[config.mk]
export PLATFORM = sky130hd
export DESIGN_NAME = line_rasterizer_unit
export DESIGN_NICKNAME = d
export VERILOG_FILES = /design/src/rtl/lrast_pkg.sv /design/src/rtl/line_rasterizer_unit.sv
export SDC_FILE = /design/constraint.sdc
export NUM_CORES = 1
export LEC_CHECK = 0
export ABC_CLOCK_PERIOD_IN_PS = 9800
export BUFFER_PORTS_ARGS = -buffer_cell sky130_fd_sc_hd__buf_2
export CORE_ASPECT_RATIO = 1.4
export CORE_UTILIZATION = 44
export CTS_BUF_LIST = sky130_fd_sc_hd__clkbuf_16
export DETAILED_ROUTE_END_ITERATION = 8
export SETUP_SLACK_MARGIN = 0.1
export SLEW_MARGIN = 20
export SYNTH_ARGS = -nofsm -noshare
export SYNTH_HDL_FRONTEND = slang
export SYNTH_SLANG_ARGS = --single-unit
[constraint.sdc]
create_clock -name clk -period 9.8 [get_ports clk]
set_input_delay 1.96 -clock clk [delete_from_list [all_inputs] [get_ports clk]]
set_output_delay 1.96 -clock clk [all_outputs]
set_load 0.02 [all_outputs]
[src/rtl/lrast_pkg.sv]
// Shared constants and types for the line rasterizer.
// No dependencies; imported by line_rasterizer_unit.
package lrast_pkg;

  // Default coordinate width and fixed field widths
  localparam int COORD_BITS_DEF = 16;
  localparam int CFG_W          = 13;
  localparam int CFG_IDX_W      = 2;
  localparam int OFS_W          = 26;

  // Register reset values
  localparam logic [CFG_W-1:0] WIDTH_RST  = 13'd640;
  localparam logic [CFG_W-1:0] HEIGHT_RST = 13'd480;

  // Configuration register indexes
  typedef enum logic [CFG_IDX_W-1:0] {
    REG_IMAGE_WIDTH   = 2'd0,
    REG_IMAGE_HEIGHT  = 2'd1,
    REG_FOUR_CHANNELS = 2'd2
  } reg_idx_t;

  // Input word operation codes
  typedef enum logic {
    OP_LOAD = 1'b0,
    OP_STEP = 1'b1
  } op_t;

endpackage

[src/rtl/line_rasterizer_unit.sv]
// Bresenham line engine with frame clipping and frame buffer offset.
// Depends on lrast_pkg for widths, reset values and codes.
// The pixel word of a step is captured in stage one from the line state at the accepting
// edge, then moves to the output register once that register is free or not stalled.
// Throughput: one word per cycle while in_stall is low; loads and steps follow
// back to back, set by the single update of the line state. A load gives no output word.
// Reset (rst, synchronous) clears the active line and both pipeline stages
// and sets the frame to 640 x 480 with four channels.
module line_rasterizer_unit
  import lrast_pkg::*;
#(
  parameter int COORD_BITS = COORD_BITS_DEF
) (
  input  logic                         clk,
  input  logic                         rst,
  // configuration
  input  logic                         cfg_write,
  input  logic [CFG_IDX_W-1:0]         cfg_index,
  input  logic [CFG_W-1:0]             cfg_data,
  // input channel
  input  logic                         in_valid,
  output logic                         in_stall,
  input  logic                         op,
  input  logic signed [COORD_BITS-1:0] x_start,
  input  logic signed [COORD_BITS-1:0] y_start,
  input  logic signed [COORD_BITS-1:0] x_end,
  input  logic signed [COORD_BITS-1:0] y_end,
  input  logic [7:0]                   red_in,
  input  logic [7:0]                   green_in,
  input  logic [7:0]                   blue_in,
  input  logic [7:0]                   alpha_in,
  // output channel
  output logic                         out_valid,
  input  logic                         out_stall,
  output logic signed [COORD_BITS-1:0] pixel_x,
  output logic signed [COORD_BITS-1:0] pixel_y,
  output logic [OFS_W-1:0]             byte_offset,
  output logic                         in_bounds,
  output logic [7:0]                   red_out,
  output logic [7:0]                   green_out,
  output logic [7:0]                   blue_out,
  output logic [7:0]                   alpha_out,
  output logic                         write_alpha,
  output logic                         last
);

  localparam int DW    = COORD_BITS + 1;
  localparam int DEC_W = COORD_BITS + 4;
  localparam int CMP_W = (COORD_BITS > CFG_W) ? COORD_BITS : CFG_W;

  // configuration registers
  logic [CFG_W-1:0] image_width;
  logic [CFG_W-1:0] image_height;
  logic             four_channels;

  // line state
  logic                         line_active;
  logic                         steep;
  logic signed [COORD_BITS-1:0] cur_x;
  logic signed [COORD_BITS-1:0] cur_y;
  logic signed [COORD_BITS-1:0] major_end;
  logic                         minor_dir_neg;
  logic [DW-1:0]                delta_major;
  logic [DW-1:0]                delta_minor;
  logic signed [DEC_W-1:0]      decision;
  logic [7:0]                   col_r, col_g, col_b, col_a;

  // first pipeline stage
  logic                         s1_valid;
  logic signed [COORD_BITS-1:0] s1_x;
  logic signed [COORD_BITS-1:0] s1_y;
  logic [OFS_W-1:0]             s1_prod;
  logic                         s1_inside;
  logic                         s1_last;
  logic [7:0]                   s1_r, s1_g, s1_b, s1_a;

  // handshake
  logic accept;
  logic s1_move;
  logic step_hit;

  assign s1_move  = !out_valid || !out_stall;
  assign in_stall = s1_valid && !s1_move;
  assign accept   = in_valid && !in_stall;
  assign step_hit = accept && (op == OP_STEP) && line_active;

  // load: deltas, octant choice and endpoint swap
  logic signed [DW-1:0]    dx, dy, md;
  logic [DW-1:0]           adx, ady;
  logic                    ld_steep, ld_swap;
  logic [DW-1:0]           ld_dmaj, ld_dmin;
  logic signed [DEC_W-1:0] ld_dec;

  always_comb begin
    dx       = DW'(x_end) - DW'(x_start);
    dy       = DW'(y_end) - DW'(y_start);
    adx      = dx[DW-1] ? $unsigned(-dx) : $unsigned(dx);
    ady      = dy[DW-1] ? $unsigned(-dy) : $unsigned(dy);
    ld_steep = !(ady < adx);
    ld_swap  = ld_steep ? (y_start > y_end) : (x_start > x_end);
    ld_dmaj  = ld_steep ? ady : adx;
    ld_dmin  = ld_steep ? adx : ady;
    md       = ld_steep ? dx : dy;
    ld_dec   = $signed(DEC_W'({ld_dmin, 1'b0})) - $signed(DEC_W'(ld_dmaj));
  end

  // step: clip test, row product, end test and advance
  logic                         st_inside;
  logic [OFS_W-1:0]             st_prod;
  logic                         st_last;
  logic signed [DEC_W-1:0]      dec_next;
  logic signed [COORD_BITS-1:0] minor_step;
  logic                         dec_pos;

  always_comb begin
    st_inside  = !cur_x[COORD_BITS-1] && !cur_y[COORD_BITS-1]
              && (CMP_W'($unsigned(cur_x)) < CMP_W'(image_width))
              && (CMP_W'($unsigned(cur_y)) < CMP_W'(image_height));
    st_prod    = OFS_W'($unsigned(cur_y)) * OFS_W'(image_width);
    st_last    = (steep ? cur_y : cur_x) == major_end;
    dec_pos    = !decision[DEC_W-1] && (decision != '0);
    minor_step = minor_dir_neg ? -COORD_BITS'(1) : COORD_BITS'(1);
    dec_next   = decision + $signed(DEC_W'({delta_minor, 1'b0}));
    if (dec_pos) begin
      dec_next = dec_next - $signed(DEC_W'({delta_major, 1'b0}));
    end
  end

  // configuration writes
  always_ff @(posedge clk) begin
    if (rst) begin
      image_width   <= WIDTH_RST;
      image_height  <= HEIGHT_RST;
      four_channels <= 1'b1;
    end else if (cfg_write) begin
      case (cfg_index)
        REG_IMAGE_WIDTH:   image_width   <= cfg_data;
        REG_IMAGE_HEIGHT:  image_height  <= cfg_data;
        REG_FOUR_CHANNELS: four_channels <= cfg_data[0];
        default: ;
      endcase
    end
  end

  // line state: load replaces, step advances or ends the line
  always_ff @(posedge clk) begin
    if (rst) begin
      line_active <= 1'b0;
    end else if (accept && (op == OP_LOAD)) begin
      line_active   <= 1'b1;
      steep         <= ld_steep;
      cur_x         <= ld_swap ? x_end : x_start;
      cur_y         <= ld_swap ? y_end : y_start;
      major_end     <= ld_steep ? (ld_swap ? y_start : y_end)
                                : (ld_swap ? x_start : x_end);
      minor_dir_neg <= (md != '0) && (md[DW-1] ^ ld_swap);
      delta_major   <= ld_dmaj;
      delta_minor   <= ld_dmin;
      decision      <= ld_dec;
      col_r         <= red_in;
      col_g         <= green_in;
      col_b         <= blue_in;
      col_a         <= alpha_in;
    end else if (step_hit) begin
      if (st_last) begin
        line_active <= 1'b0;
      end else begin
        decision <= dec_next;
        if (steep) begin
          cur_y <= cur_y + COORD_BITS'(1);
          if (dec_pos) begin
            cur_x <= cur_x + minor_step;
          end
        end else begin
          cur_x <= cur_x + COORD_BITS'(1);
          if (dec_pos) begin
            cur_y <= cur_y + minor_step;
          end
        end
      end
    end
  end

  // stage one: capture the current pixel
  always_ff @(posedge clk) begin
    if (rst) begin
      s1_valid <= 1'b0;
    end else if (step_hit) begin
      s1_valid <= 1'b1;
    end else if (s1_move) begin
      s1_valid <= 1'b0;
    end
  end

  always_ff @(posedge clk) begin
    if (step_hit) begin
      s1_x      <= cur_x;
      s1_y      <= cur_y;
      s1_prod   <= st_prod;
      s1_inside <= st_inside;
      s1_last   <= st_last;
      s1_r      <= col_r;
      s1_g      <= col_g;
      s1_b      <= col_b;
      s1_a      <= col_a;
    end
  end

  // stage two: finish the byte offset
  logic [OFS_W-1:0] pix_index;
  logic [OFS_W-1:0] ofs_next;

  always_comb begin
    pix_index = OFS_W'($unsigned(s1_x)) + s1_prod;
    if (!s1_inside) begin
      ofs_next = '0;
    end else if (four_channels) begin
      ofs_next = {pix_index[OFS_W-3:0], 2'b00};
    end else begin
      ofs_next = {pix_index[OFS_W-2:0], 1'b0} + pix_index;
    end
  end

  always_ff @(posedge clk) begin
    if (rst) begin
      out_valid <= 1'b0;
    end else if (s1_move) begin
      out_valid <= s1_valid;
    end
  end

  always_ff @(posedge clk) begin
    if (s1_move && s1_valid) begin
      pixel_x     <= s1_x;
      pixel_y     <= s1_y;
      byte_offset <= ofs_next;
      in_bounds   <= s1_inside;
      red_out     <= s1_r;
      green_out   <= s1_g;
      blue_out    <= s1_b;
      alpha_out   <= s1_a;
      write_alpha <= four_channels;
      last        <= s1_last;
    end
  end

  // checks
  a_stall_only_when_blocked: assert property (@(posedge clk) disable iff (rst)
    in_stall |-> (s1_valid && out_valid && out_stall))
    else $error("input stalled while the pipeline can drain");

  a_last_ends_line: assert property (@(posedge clk) disable iff (rst)
    (step_hit && st_last) |=> !line_active)
    else $error("line still active after its last pixel");

  a_clip_zero_offset: assert property (@(posedge clk) disable iff (rst)
    (out_valid && !in_bounds) |-> (byte_offset == '0))
    else $error("nonzero offset on a clipped pixel");

  a_inside_nonneg: assert property (@(posedge clk) disable iff (rst)
    (out_valid && in_bounds) |-> (!pixel_x[COORD_BITS-1] && !pixel_y[COORD_BITS-1]))
    else $error("negative coordinate marked in bounds");

endmodule
# ---- Yosys cells after proc, flatten, opt, wreduce, memory -nomap -nowiden
# Cells that the tools add are included.
dict set report op_classes {
  addsub 13
  multipliers 1
  magnitude_cmp 5
  n_eq_ne 5
  n_mux 33
  n_bitwise 4
  n_reduce_logical 36
}
# cell n
set ops {}
lappend ops {{2-to-1 mux 16 bit} 17}
lappend ops {{2-to-1 mux 17 bit} 5}
lappend ops {{2-to-1 mux 20 bit} 4}
lappend ops {{negator 17 bit} 2}
lappend ops {{subtractor 16 x 16 -> 17 bit} 2}
lappend ops {{adder 16 bit} 2}
lappend ops {{adder 16 x 2 -> 16 bit, second input constant} 2}
lappend ops {{greater-than comparator 16 bit} 2}
lappend ops {{less-than comparator 16 x 13 -> 1 bit} 2}
lappend ops {{adder 16 x 26 -> 26 bit} 1}
lappend ops {{adder 26 bit} 1}
lappend ops {{multiplier 16 x 13 -> 26 bit} 1}
lappend ops {{2-to-1 mux 26 bit} 1}
lappend ops {{adder 20 x 19 -> 20 bit} 1}
lappend ops {{nonzero test 20 bit} 1}
lappend ops {{subtractor 20 x 19 -> 20 bit} 1}
lappend ops {{subtractor 18 x 17 -> 19 bit} 1}
lappend ops {{less-than comparator 17 bit} 1}
lappend ops {{nonzero test 17 bit} 1}
lappend ops {{== test 16 bit} 1}
lappend ops {{logical AND 1 bit} 11}
lappend ops {{AND reduction 2 bit} 5}
lappend ops {{logical NOT 1 bit} 8}
lappend ops {{AND reduction 4 bit} 2}
lappend ops {{other kinds (13)} 22}
dict set report word_totals {
  register_bits 351
  in_bits 117
  wordCells 135
}

# ---- Logic depth before layout (Yosys ltp)
dict set report logic_depth {
  word_depth 10
  ltp_mapped 43
  depth_no_buf 40
}

# ---- Worst setup path after synthesis
# Ideal clock, no wire load.
dict set report synth_timing {
  path_type {input port to flip-flop}
  startpoint {in out_stall}
  endpoint {reg alpha_out[0], enable pin}
  setup_ns 0.686
  arrival_time_ns 8.706
  setup_slack_ns 0.409
  stages 1
  path_buffers 0
  path_cell_list {a21boi_0}
}
dict set report synth_via {
  elab_chain_cells 3
}
# item line_no
set synth_rtl {}
lappend synth_rtl {{start: declaration} line_rasterizer_unit.sv:34} ;# input logic out_stall,
lappend synth_rtl {{logical NOT 1 bit} line_rasterizer_unit.sv:82} ;# assign s1_move = !out_valid || !out_stall;
lappend synth_rtl {{logical OR 1 bit} line_rasterizer_unit.sv:82}
lappend synth_rtl {{logical AND 1 bit} line_rasterizer_unit.sv:233} ;# if (s1_move && s1_valid) begin
lappend synth_rtl {{end signal: assignment} line_rasterizer_unit.sv:241} ;# alpha_out <= s1_a;
lappend synth_rtl {{end: declaration} line_rasterizer_unit.sv:42} ;# output logic [7:0] alpha_out,
# Every way passes these cells.
# A chain may end at the register's enable or synchronous reset.

# ---- Final worst setup path
dict set report layout_timing {
  startpoint {in x_end[0]}
  endpoint {reg decision[16] (data pin)}
}
dict set report layout_via {
  elab_chain_cells 7
  elab_cells_between_ends 8
}
# item line_no
set layout_rtl {}
lappend layout_rtl {{start: declaration} line_rasterizer_unit.sv:26} ;# input logic signed [COORD_BITS-1:0] x_end,
lappend layout_rtl {{subtractor 16 x 16 -> 17 bit *} line_rasterizer_unit.sv:95} ;# dx = DW'(x_end) - DW'(x_start);
lappend layout_rtl {{negator 17 bit} line_rasterizer_unit.sv:97} ;# adx = dx[DW-1] ? $unsigned(-dx) : $unsigned(dx);
lappend layout_rtl {{2-to-1 mux 17 bit *} line_rasterizer_unit.sv:97}
lappend layout_rtl {{less-than comparator 17 bit} line_rasterizer_unit.sv:99} ;# ld_steep = !(ady < adx);
lappend layout_rtl {{2-to-1 mux 17 bit *} line_rasterizer_unit.sv:102} ;# ld_dmin = ld_steep ? adx : ady;
lappend layout_rtl {{named net ld_dmin[3]} line_rasterizer_unit.sv:91} ;# logic [DW-1:0] ld_dmaj, ld_dmin;
lappend layout_rtl {{subtractor 18 x 17 -> 19 bit *} line_rasterizer_unit.sv:104} ;# ld_dec = $signed(DEC_W'({ld_dmin, 1'b0})) - $signed(DEC_W'(ld_dmaj));
lappend layout_rtl {{2-to-1 mux 20 bit *} line_rasterizer_unit.sv:149} ;# end else if (accept && (op == OP_LOAD)) begin
lappend layout_rtl {{end signal: assignment} line_rasterizer_unit.sv:159} ;# decision <= ld_dec;
lappend layout_rtl {{end signal: assignment} line_rasterizer_unit.sv:168} ;# decision <= dec_next;
lappend layout_rtl {{end: declaration} line_rasterizer_unit.sv:65} ;# logic signed [DEC_W-1:0] decision;
# The timed path passes the listed nets; every way through them passes the cells marked *.

==> results.md <==
* Post-CTS Hold Buffers at 0
* Initial DRC Count at 1075
* Routability Congestion at 0.979
* Final hold vios at 0
* Chip height at 301 µm
* Reg clk slew, reported paths at 0.06 ns
* # DRC at 0
* Post-synth top area share at 0.343
* PD cells at 246 mW/mm²
* # port buffers at 211
* Clock sinks at 351
* Largest net degree at the start of global routing at 80
* Worst path slowest cell: or3_1
* Initial antenna violation count at 4
* Clock period minus final worst setup slack at 9.24 ns
* Sequential fraction of the synthesis area at 0.364
* Crit path max fanout at 14
* Setup WS pre-CTS at -0.131 ns
* Most frequent CP cell: a21oi_1
* Area contributors post-synth: edfxtp_1 (34%), fa_1 (11%), ha_1 (11%)
* DR WL/cell at 19.2 µm
* Synth area leader: edfxtp_1
* Yosys warning count at 0
* Crit path kind: primary input to flop
* Core Area at 0.0631 mm²
* Asr flop ratio synth at 0
* Max incr delay on CP at 0.42 ns
* Syn avg cell area at 9.94 µm²
* Cell count after synthesis at 2828
* Post-synth EDFFs at 321
* Most frequent cells in the layout: inv_1 (345), nand2_1 (325), edfxtp_1 (321)
* Share of layout cells above drive strength 1 at 0.122
* GRT Util Overall at 0.234
* Final core occ at 0.501
* Vias at 21400
* Synth cell types at 85
* CTS tree: built
* Std-Cell Rows at 109
* Router iterations before antenna repair at 7
* I/O pin total at 212
* Status: completed
* Worst-Margin Slew at 0.964 ns
* CTS Buf Count at 38
* # H-tree levels at 2
* First-pass GRT wire length at 119000 µm
* Die width at 216 µm
* Nets at 3603
* Synthesis-stage register bit count at 351
* Setup ws final at 0.562 ns
* Post-Syn Nets at 3358
* Clock buffer depth at 3
* Final Setup Violations at 0
* Leading cell type in the layout, fill and taps excluded: inv_1
* Fmax at 0.108 GHz
* Min-Delay Path Class: flop to flop
* Post-detailed-route via-to-cell ratio at 5.44
* Initial Util at 0.445
* CP required at 10.19 ns
* Relative slew slack at 0.357
* Max Cap Viol at 0
* Vias in the first global route at 22200
* Post-DP HPWL at 60200 µm
* Final period util at 0.943
* Primary FF master, synth: edfxtp_1
* Post-CTS Setup Bufs at 0
* Post-CTS Resized at 0
* ANT nets after route at 0
* Syn Std Cell Area at 0.0281 mm²
* Slew Limit Fails at 0
* Clk_lat worst skew at 0.57 ns
* RSZ-0062 raised after global routing: false
* Worst Setup Start Kind: primary input
* Drt total wl at 75300 µm
* Maximum vdd drop at 0.342 mV
* Die area at 0.0649 mm²
* Clk_skew at 0.0333 ns
* CTS root buffer: clkbuf_16
* Crit path DAT at 9.63 ns
* Crit. End Element: flop
* Grt ovf at 0
* Leak at 13.7 nW
* Area growth from synthesis to layout at 12.5%
==> kinds of logic after synthesis <==
kind of cell,share of synthesized area
flops,0.364
buf+inv,0.0577
mux,0.0236
simple gates,0.132
compound gates,0.137
xor+xnor,0.0582
fa+ha+maj,0.228
==> sequential cells by signal, summed over array words and instances (netlist names), 13 cells and up <==
register and count:
s1_x 16, cur_y 16, image_width 13, byte_offset 26, decision 20, delta_minor 17
delta_major 17, cur_x 16, s1_prod 26, pixel_x 16, s1_y 16, image_height 13
pixel_y 16, major_end 16
==> metrics by stage <==
step | hold slack, ns | power (mW) | setup TNS [ns] | area, µm² | std cells
global placement | 0.400 | 6.37 | -0.00878 | 30500 | 3865
detailed placement | 0.405 | 6.44 | -0.214 | 30500 | 3865
CTS | 0.401 | 7.82 | 0 | 31600 | 3932
global route | 0.401 | 8.41 | 0 | 31600 | 3934
finish | 0.409 | 7.79 | 0 | 31600 | 3934
floorplan | 0.400 | 5.22 | 0 | 28100 | 2828
==> layout make-up <==
cell class / count / area, µm²
antenna: 2 / 5.00
clock buffer: 38 / 951
clock inverter: 29 / 189
fill: 5792 / 31500
inverter: 338 / 1270
multi-input combinational: 2057 / 16300
sequential: 351 / 10200
tap: 832 / 1040
timing repair buffer: 287 / 1630
==> power by group <==
part | switching (mW) | leakage [nW] | internal, mW | total (mW)
sequential | 0.111 | 3.17 | 1.90 | 2.01
clock | 0.595 | 0.597 | 0.736 | 1.33
combinational | 2.63 | 9.90 | 1.83 | 4.45
==> routing by layer <==
layer,up-vias,track usage,part of all wire
li1,10300,-,-
met1,10400,0.256,0.38
met2,564,0.451,0.54
met3,168,0.0265,0.039
met4,2,0.101,0.040
met5,-,0,0.00017
==> critical path, delay by kind of cell <==
kind / cells / cell delay, ns
compound gates: 20 / 3.78
simple gates: 7 / 1.28
fa+ha+maj: 4 / 1.24
buf+inv: 7 / 0.88
mux: 1 / 0.37
xor+xnor: 1 / 0.10
==> final timing paths <==
| kind | from | endpoint | slack [ns] | cells after the start |
|---|---|---|---|---|
| setup reg to reg | cur_y[4] | s1_prod[25] | 3.16 | 24 |
| setup / recovery | x_end[0] | decision[16] | 0.56 | 40 |
| hold reg to reg | s1_y[3] | pixel_y[3] | 0.41 | 0 |
| hold / removal | s1_y[3] | pixel_y[3] | 0.41 | 0 |
==> synthesized netlist by cell type, drive strengths merged, types with 30 or more instances <==
| cell type | instances |
|---|---|
| edfxtp | 321 |
| mux2i | 64 |
| clkbuf | 65 |
| a21oi | 218 |
| xor2 | 57 |
| nor2 | 161 |
| nand2 | 325 |
| a21o | 54 |
| nand2b | 38 |
| xnor2 | 129 |
| ha | 252 |
| dfxtp | 30 |
| and2 | 87 |
| inv | 337 |
| fa | 161 |
| o21ai | 137 |
Power figures use the tool's default switching activity.
